`config.mk`:
```
export PLATFORM = sky130hd
export DESIGN_NAME = mtf_cell
export DESIGN_NICKNAME = d
export VERILOG_FILES = /design/src/hw/rtl/mtf_pkg.sv /design/src/hw/rtl/mtf_cell.sv
export SDC_FILE = /design/constraint.sdc
export NUM_CORES = 1
export LEC_CHECK = 0
export BUFFER_PORTS_ARGS = -buffer_cell sky130_fd_sc_hd__buf_2
export CORE_MARGIN = 5
export CORE_UTILIZATION = 38
export DETAILED_ROUTE_END_ITERATION = 7
export PLACE_DENSITY = 0.85
export SYNTH_ARGS = -nofsm -noshare
export SYNTH_HDL_FRONTEND = slang
export SYNTH_SLANG_ARGS = --single-unit
export TNS_END_PERCENT = 100
```
`constraint.sdc`:
```
create_clock -name clk -period 2 [get_ports clk]
set_input_delay 0.3 -clock clk [delete_from_list [all_inputs] [get_ports clk]]
set_output_delay 0.3 -clock clk [all_outputs]
set_load 0.01 [all_outputs]
```
`src/hw/rtl/mtf_pkg.sv`:
```
// Shared types and constants for the move-to-front coder.
// Used by mtf_cell, mtf_reduce and move_to_front_transform; no dependencies.
`default_nettype none

package mtf_pkg;

  // List geometry: one cell per byte value
  localparam int SYM_W      = 8;
  localparam int LIST_SIZE  = 1 << SYM_W;
  localparam int GRP_W      = 4;
  localparam int GROUP_SIZE = 1 << GRP_W;
  localparam int NUM_GROUPS = LIST_SIZE / GROUP_SIZE;

  typedef logic [SYM_W-1:0] sym_t;
  typedef logic [GRP_W-1:0] sub_t;
  typedef logic [SYM_W-GRP_W-1:0] grp_t;

  // Input and result items
  typedef struct packed {
    sym_t value_in;
    logic last_in_block;
  } in_item_t;

  typedef struct packed {
    sym_t value_out;
    logic last_of_block;
  } out_item_t;

  // Control broadcast to every cell of the chain
  typedef struct packed {
    logic capture;  // compare the incoming value and register the hit flag
    logic decode;   // hit on list position instead of on stored symbol
    logic shift;    // move the chosen symbol to the front
    sym_t value;    // incoming symbol or position
    sym_t pos;      // position of the chosen symbol
  } cell_ctrl_t;

  // Sequencer states
  typedef enum logic [1:0] {
    ST_IDLE,
    ST_REDUCE,
    ST_SHIFT
  } state_t;

endpackage

`default_nettype wire

```
`src/hw/rtl/mtf_cell.sv`:
```
// One list entry of the move-to-front chain: holds a symbol and a hit flag.
// Depends on mtf_pkg.
`default_nettype none

module mtf_cell (
  input  wire logic               clk,
  input  wire logic               rst,
  input  wire mtf_pkg::sym_t      idx,
  input  wire mtf_pkg::cell_ctrl_t ctrl,
  input  wire mtf_pkg::sym_t      prev_sym,
  output mtf_pkg::sym_t           sym,
  output logic                    hit
);
  import mtf_pkg::*;

  // Compare on capture; take the neighbor's symbol when at or ahead of the chosen position
  always_ff @(posedge clk) begin
    if (rst) begin
      sym <= idx;
      hit <= 1'b0;
    end else begin
      if (ctrl.capture) begin
        hit <= ctrl.decode ? (idx == ctrl.value) : (sym == ctrl.value);
      end
      if (ctrl.shift && (idx <= ctrl.pos)) begin
        sym <= prev_sym;
      end
    end
  end

endmodule

`default_nettype wire

```
### Word level (Yosys, flattened, before mapping)

Index checks and enable logic that the tools add are counted.

* flip-flop bits (word level): 9
* bits of input ports: 37
* output and inout bits: 9
* word-level logic and storage cells: 10

* $lt $le $gt $ge: 1
* equal/unequal tests: 2
* muxes and demuxes: 3
* reductions and logical operators: 2

Operator list (number)
* $eq A8 B8 Y1: 2
* $mux W8: 2
* $le A8 B8 Y1: 1
* $reduce_bool A2 Y1: 1
* $logic_and A1 B1 Y1: 1
* $mux W1: 1

### Logic depth before layout (Yosys ltp)

Gate-level depths: netlist (run 1).

* word-level depth: 4
* mapped depth: 7

### Worst setup path before layout (run 1)

OpenSTA, ideal clock, no wires.

* path kind: input to register
* start point: input ctrl[1] (netlist name)
* end point: register sym[0] (enable)
* library setup time: 0.384 ns
* arrival time: 1.711 ns
* required time: 1.616 ns
* setup slack: -0.095 ns
* stages on the path: 7
* buffers on the path: 0
* cell sequence: inv_1 ha_1 nor2b_1 o21a_1 o21ai_0 a21oi_1 o21ai_0

* cells in the longest elaborated chain, start to end: 3

Ends and longest elaborated chain
* from (decl): line mtf_cell.sv:9 `input wire mtf_pkg::cell_ctrl_t ctrl,`
* $le A8 B8 Y1: line mtf_cell.sv:25 `if (ctrl.shift && (idx <= ctrl.pos)) begin`
* $logic_and A1 B1 Y1: line mtf_cell.sv:25
* $reduce_bool A2 Y1 (no source line)
* to (signal assigned): line mtf_cell.sv:19 `sym <= idx;`
* to (signal assigned): line mtf_cell.sv:26 `sym <= prev_sym;`
* to (decl): line mtf_cell.sv:11 `output mtf_pkg::sym_t sym,`

Every way passes these cells.
A chain may end at the register's enable or synchronous reset.

### Worst setup path after layout (run 1)

* start point: input idx[1]
* end point: register sym[6] (enable)

* cells in the longest elaborated chain, start to end: 3

Ends and longest elaborated chain
* from (decl): line mtf_cell.sv:8 `input wire mtf_pkg::sym_t idx,`
* $le A8 B8 Y1: line mtf_cell.sv:25
* $logic_and A1 B1 Y1: line mtf_cell.sv:25
* $reduce_bool A2 Y1 (no source line)

Every way passes these cells.

==> reports/metrics.yaml, run 1 <==
routing:
  drc: 0
  routedWlPerCell_um: 12.5
  drt_iter0_drc: 7
  first_pass_iters: 4
  wl_um: 1830
  vias_per_cell: 4.75
  via_count: 693
  ant_nets: 0
critical_path:
  worstSetupPathType: "in2reg"
  cpPeakStageDelay_ns: 0.29
  critical_path_depth: 8
  cp.required_ns: 1.99
  critPathBufInv: 2
  cp_cell_sequence: "buf_2, ha_1, nor2b_1, o21a_1, o21ai_0, a21oi_1, o21ai_1, buf_4"
  cp.arrival_ns: 1.57
  cp_max_fo: 4
  worstSetupStartpointType: "input port"
  cp-end-kind: "flop"
  timing.rr.end: "hit"
  rrSetupSlack_ns: 0.62
  r2r_cells: 5
  path_delay_family: "compound AO/OA/AOI/OAI gates"
  slowest_stage: "ha_1"
  r2r-start: "sym[4]"
synthesis:
  yosys.area_share.simple_pct: 7.99
  synth_area_leader_cell: "edfxtp_1"
  synth_area_um2: 752
  synthMuxAreaShare_pct: 22.6
  async_flop_share_pct: 0
  avgSynthCellArea_um2: 10.7
  synth_adder_area_share_pct: 13.3
  synth_nets: 115
  synth_compound_area_share_pct: 5.66
  yosysWarnings: 0
  yosysSeqAreaShare_pct: 34.6
  synth_cells: 70
  synth_area_leaders: "edfxtp_1, ha_1, mux2_2"
  synth.most_common_cell: "inv_1"
  synth_seq_cells: 9
  synth.top_cell.area_share_pct: 31.9
  ys.flop_type: "edfxtp_1"
  synthXorXnorAreaFrac_pct: 9.32
  synthDistinctLibCells: 19
  synth-edff-count: 8
  synth_top_family_by_area: "multiplexers"
clock_tree:
  postCtsResizedCells: 0
  cts.sinks: 9
  cts_buffers: 3
  clock-root-buffer: "clkbuf_4"
  clk_latency_ns: 0.27
  clk_pin_slew_worst_paths_ns: 0.06
  cts_hold_buf: 0
  clk_path_buf_depth: 2
  cts_tree: "yes"
  cts_setup_buffers: 0
  htree_num_levels: 1
timing:
  slew_violations: 0
  finalSetupViolCount: 0
  clock-skew-final_ns: 0.00318
  period_needed_ns: 1.58
  layout_setup_ws_ns: 0.417
  setup_tns_ns: 0
  worst_pin_slew_ns: 0.380
  finalCritPeriodShare_pct: 79.1
  rsz0062_at_grt: "false"
  finalHoldViolCount: 0
  whs_ns: 0.298
  slew_headroom_pct: 74.4
  fmax_mhz: 632
place:
  place.port_buffers: 45
  placedInstanceArea_um2: 1010
  place.gp.congestion: 0.766
  dpl.hpwl_um: 1590
  numPlacedInstances: 142
  preCtsSetupSlack_ns: 0.139
die:
  start_util_pct: 39.1
  core_um2: 1920
  fp.dieH_um: 54.5
  dieArea_um2: 2970
  die_w_um: 54.5
  row_count: 16
  io_pins: 46
finish:
  area_growth_pct: 37.9
  stdcell_count: 146
  drive_gt1_share_pct: 48.7
  stdcell_area_um2: 1040
  diodes: 0
  post-route-util_pct: 54.0
  nNetsFinal: 165
power:
  pwr-share-comb_pct: 31.9
  netSwitchingPower_mw: 0.166
  seq_power_share_pct: 42.4
  p_leak_nw: 0.515
  p_sw_share_pct: 28.9
  intPower_mw: 0.408
  power_mw: 0.574
  clock_power_share_pct: 25.7
  peakVddDrop_mv: 0.271
  cellPowerDensity_nw_per_um2: 553
run:
  drv_cap: 0
hold_path:
  worstHoldStart: "ctrl[18]"
  holdPathStages: 3
  min_path_type: "in2reg"
  hold_end: "hit"
global_route:
  antenna_found_initial: 0
  gr-total-overflow: 0
  grt_pass1_wl_um: 2770
  grt_pass1_vias: 692
  grt.total_usage_pct: 13.4
  grt_start_max_net_pins: 11
status:
  status: "completed"
==> sequential cells by signal (all words and copies together), names as in the netlist <==
register and flops:
sym 8, hit 1
==> layout by cell type, fill, tap and decap left out <==
| cell type | Yosys | final |
|---|---|---|
| clkbuf_1 | 1 | 1 |
| nor2b_1 | 2 | 2 |
| nand4_1 | 2 | 2 |
| nor4_1 | 2 | 2 |
| a21oi_1 | 4 | 4 |
| xnor2_1 | 8 | 8 |
| edfxtp_1 | 8 | 8 |
| o21ai_0 | 3 | 2 |
| nand3_1 | 1 | 1 |
| ha_1 | 8 | 8 |
| nand2b_1 | 1 | 1 |
| nor2_1 | 1 | 1 |
| inv_1 | 9 | 9 |
| nand3b_1 | 1 | 1 |
| buf_4 | 0 | 2 |
| dfxtp_1 | 1 | 1 |
| buf_2 | 0 | 45 |
| o21a_1 | 1 | 1 |
| mux2i_1 | 8 | 8 |
| o21ai_1 | 0 | 1 |
| clkbuf_4 | 0 | 3 |
| mux2_2 | 8 | 8 |
==> kinds of logic (layout without fill, tap and decap cells) <==
| family | Yosys count | count (layout) |
|---|---|---|
| buf+inv | 11 | 60 |
| mux | 16 | 16 |
| xor+xnor | 8 | 8 |
| flops | 9 | 9 |
| fa+ha+maj | 8 | 8 |
| compound gates | 8 | 8 |
| simple gates | 10 | 10 |
==> power groups by stage <==
stage | registers, mW | logic [mW] | clock network [mW]
2_1_floorplan | 0.258 | 0.0932 | 0
3_3_place_gp | 0.246 | 0.181 | 0
3_5_place_dp | 0.247 | 0.185 | 0
4_1_cts | 0.244 | 0.186 | 0.153
5_1_grt | 0.247 | 0.204 | 0.157
6_report | 0.244 | 0.183 | 0.147
==> worst reg2reg max path, delay by kind of cell (launching register included) <==
kind / cells / cell delay (ns)
mux: 1 / 0.18
flops: 1 / 0.39
compound gates: 1 / 0.14
simple gates: 2 / 0.52
xor+xnor: 1 / 0.08
==> layer usage <==
metal / up-vias / share of wire, % / global-route usage, %
met3: 5 / 14 / 4.36
li1: 347 / - / -
met2: 39 / 43 / 22.5
met5: - / 0 / 0
met4: 0 / 1.6 / 6.22
met1: 302 / 41 / 15.2
==> layout make-up <==
type                    instances  area, um2
fillers                       192        885
inverters                       9       33.8
repair buffers                 47        240
flip-flops and latches          9        260
well taps                      27       33.8
multi-input cells              50        443
clock buffers                   4       26.3
==> worst max path at each step <==
stage	start	end	slack, ns
floorplan	ctrl[1]	sym[0]	0.12
global placement	idx[1]	sym[5]	0.17
detailed placement	idx[1]	sym[6]	0.14
CTS	idx[1]	sym[1]	0.42
global route	idx[5]	sym[6]	0.31
finish	idx[1]	sym[6]	0.42
Note: power is estimated with default switching activity, not from simulation.
==> run 2, diff against run 1 <==
==> constraint.sdc (replaced) <==
create_clock -name clk -period 1.4 [get_ports clk]
set_input_delay 0.21 -clock clk [delete_from_list [all_inputs] [get_ports clk]]
set_output_delay 0.21 -clock clk [all_outputs]
set_load 0.01 [all_outputs]
==> run 2 against run 1 <==
Global-route usage increased by 1.8 points. Combinational power increased by 76%. Utilization increased by 7.8 points. Final area increased by 14%. Clock power increased by 34%. Largest cell class unchanged. Largest power group unchanged. Die area unchanged. Register-to-register slack got worse by 0.49 ns. First-iteration DRC count increased by 29%. Power increased by 51%. Critical path type unchanged.
==> reports/metrics.yaml, run 2 (same netlist as run 1, synthesis figures left out) <==
place:
  place.port_buffers: 45  # unchanged
  placedInstanceArea_um2: 1080  # +6.9%
  dpl.hpwl_um: 1750  # +10%
  place.gp.congestion: 0.691  # -9.8%
routing:
  first_pass_iters: 4  # unchanged
  drt_iter0_drc: 9  # +2
  ant_nets: 0  # unchanged
  routedWlPerCell_um: 13.6  # +8.4%
  drc: 0  # unchanged
  via_count: 730  # +5.3%
  vias_per_cell: 4.83  # +1.9%
  wl_um: 2050  # +12%
die:
  core_um2: 1920  # unchanged
  row_count: 16  # unchanged
  die_w_um: 54.5  # unchanged
  start_util_pct: 39.1  # unchanged
  io_pins: 46  # unchanged
  fp.dieH_um: 54.5  # unchanged
  dieArea_um2: 2970  # unchanged
finish:
  stdcell_area_um2: 1190  # +14%
  diodes: 0  # unchanged
  drive_gt1_share_pct: 59.7  # +11 points
  area_growth_pct: 57.9
  layout_common_cells: "buf_2, mux2_2, mux2i_1, xnor2_1, edfxtp_1"
  regMostFlops: "sym"
  biggestRegsByFlops: "sym (8), hit (1)"
  layout_commonest_cell: "buf_2"
  nNetsFinal: 170  # +3.0%
  nFillCells: 160  # -17%
  largest_register_ffs: 8  # unchanged
timing:
  worst_pin_slew_ns: 0.291  # -0.0896 ns
  rsz0062_at_grt: "true"
  period_needed_ns: 1.39
  finalSetupViolCount: 0  # unchanged
  slew_headroom_pct: 80.6  # +6.1 points
  slew_violations: 0  # unchanged
  clock-skew-final_ns: 0.000298  # -0.00288 ns
  fmax_mhz: 719
  finalHoldViolCount: 0  # unchanged
  finalCritPeriodShare_pct: 99.3
hold_path:
  holdPathStages: 3  # unchanged
  min_path_type: "in2reg"
clock_tree:
  cts.sinks: 9  # unchanged
  cts_hold_buf: 0  # unchanged
  clk_pin_slew_worst_paths_ns: 0.06  # about the same
  htree_num_levels: 1  # unchanged
  clk_path_buf_depth: 2  # unchanged
  clock-root-buffer: "clkbuf_4"
  clk_latency_ns: 0.26  # about the same
  cts_tree: "yes"
  cts_buffers: 3  # unchanged
power:
  pwr-share-comb_pct: 37.2  # +5.3 points
  power_mw: 0.866  # +51%
  seq_power_share_pct: 40.1  # -2.3 points
  netSwitchingPower_mw: 0.250  # +50%
  clock_power_share_pct: 22.7  # -3.0 points
  intPower_mw: 0.616  # +51%
  p_sw_share_pct: 28.9  # -0.083 points
  peakVddDrop_mv: 0.331  # +22%
  cellPowerDensity_nw_per_um2: 729  # +32%
  p_leak_nw: 0.553  # +7.3%
critical_path:
  cp_max_fo: 8  # +4
  cpPeakStageDelay_ns: 0.26  # -0.03 ns
  cp_cell_sequence: "buf_8, inv_12, ha_4, nor2b_1, o21a_1, o21ai_2, a21oi_2, o21ai_4"
  cp.required_ns: 1.34  # -0.65 ns
  cp.arrival_ns: 1.33  # -0.24 ns
  r2r_cells: 5  # unchanged
  worstSetupPathType: "in2reg"
  worstSetupStartpointType: "input port"
  slowest_stage: "o21ai_4"
  cp-end-kind: "flop"
global_route:
  grt.total_usage_pct: 15.2  # +1.8 points
  grt_pass1_vias: 714  # +3.2%
  grt_pass1_wl_um: 3060  # +11%
  grt_start_max_net_pins: 11  # unchanged
  antenna_found_initial: 0  # unchanged
  gr-total-overflow: 0  # unchanged
status:
  status: "completed"
run:
  drv_cap: 0  # unchanged
-- run 2: worst paths after layout --
path / from / end / slack, ns
worst min-delay path: ctrl[18] / hit / 0.21
worst max-delay path: ctrl[1] / sym[6] / 0.009
worst min register to register: hit / hit / 0.48
worst max register to register: sym[5] / hit / 0.13
-- run 2: worst max-delay path, delay by kind of cell --
kind	cells	cell delay [ns]
AND/OR/NAND/NOR	1	0.12
buffers and inverters	2	0.15
adder cells (fa/ha/maj)	1	0.18
AO/OA/AOI/OAI	4	0.66
-- run 2: timing repair --
item,4_1_cts,5_1_grt
endpoints found under the setup margin,8,9
gates cloned,0,0
pin swaps,7,7
setup buffers,0,1
resized for setup,6,10
-- run 2: metrics by stage --
step / TNS [ns] / hold WS (ns) / utilization (%) / setup slack, ns / cells
floorplan: -0.756 / 0.362 / - / -0.0945 / 70
global placement: -2.60 / 0.451 / 56.3 / -0.325 / 146
detailed placement: -3.09 / 0.472 / 56.3 / -0.387 / 146
CTS: -0.123 / 0.210 / 59.1 / -0.0155 / 150
global route: -0.493 / 0.219 / 61.8 / -0.0605 / 151
finish: 0 / 0.214 / 61.8 / 0.00943 / 151
-- run 2: cell type report --
| class | count | area, um2 | area share (%) |
|---|---|---|---|
| tap | 27 | 33.8 | 2.85 |
| multi-input combinational | 50 | 512 | 43.1 |
| sequential | 9 | 260 | 21.9 |
| timing repair buffer | 52 | 307 | 25.8 |
| inverter | 9 | 48.8 | 4.11 |
| clock buffer | 4 | 26.3 | 2.21 |
-- run 2: routing by layer --
metal  wire [um]  GRT usage [%]
met1         838           17.6
met2         993           25.1
met4          31           8.71
met3         189           3.81
met5           0              0
-- run 2: power groups by stage --
stage / logic (mW) / clock network, mW / registers, mW
3_3_place_gp: 0.281 / 0 / 0.350
5_1_grt: 0.357 / 0.220 / 0.351
6_report: 0.322 / 0.197 / 0.347
2_1_floorplan: 0.145 / 0 / 0.368
4_1_cts: 0.298 / 0.203 / 0.348
3_5_place_dp: 0.290 / 0 / 0.353
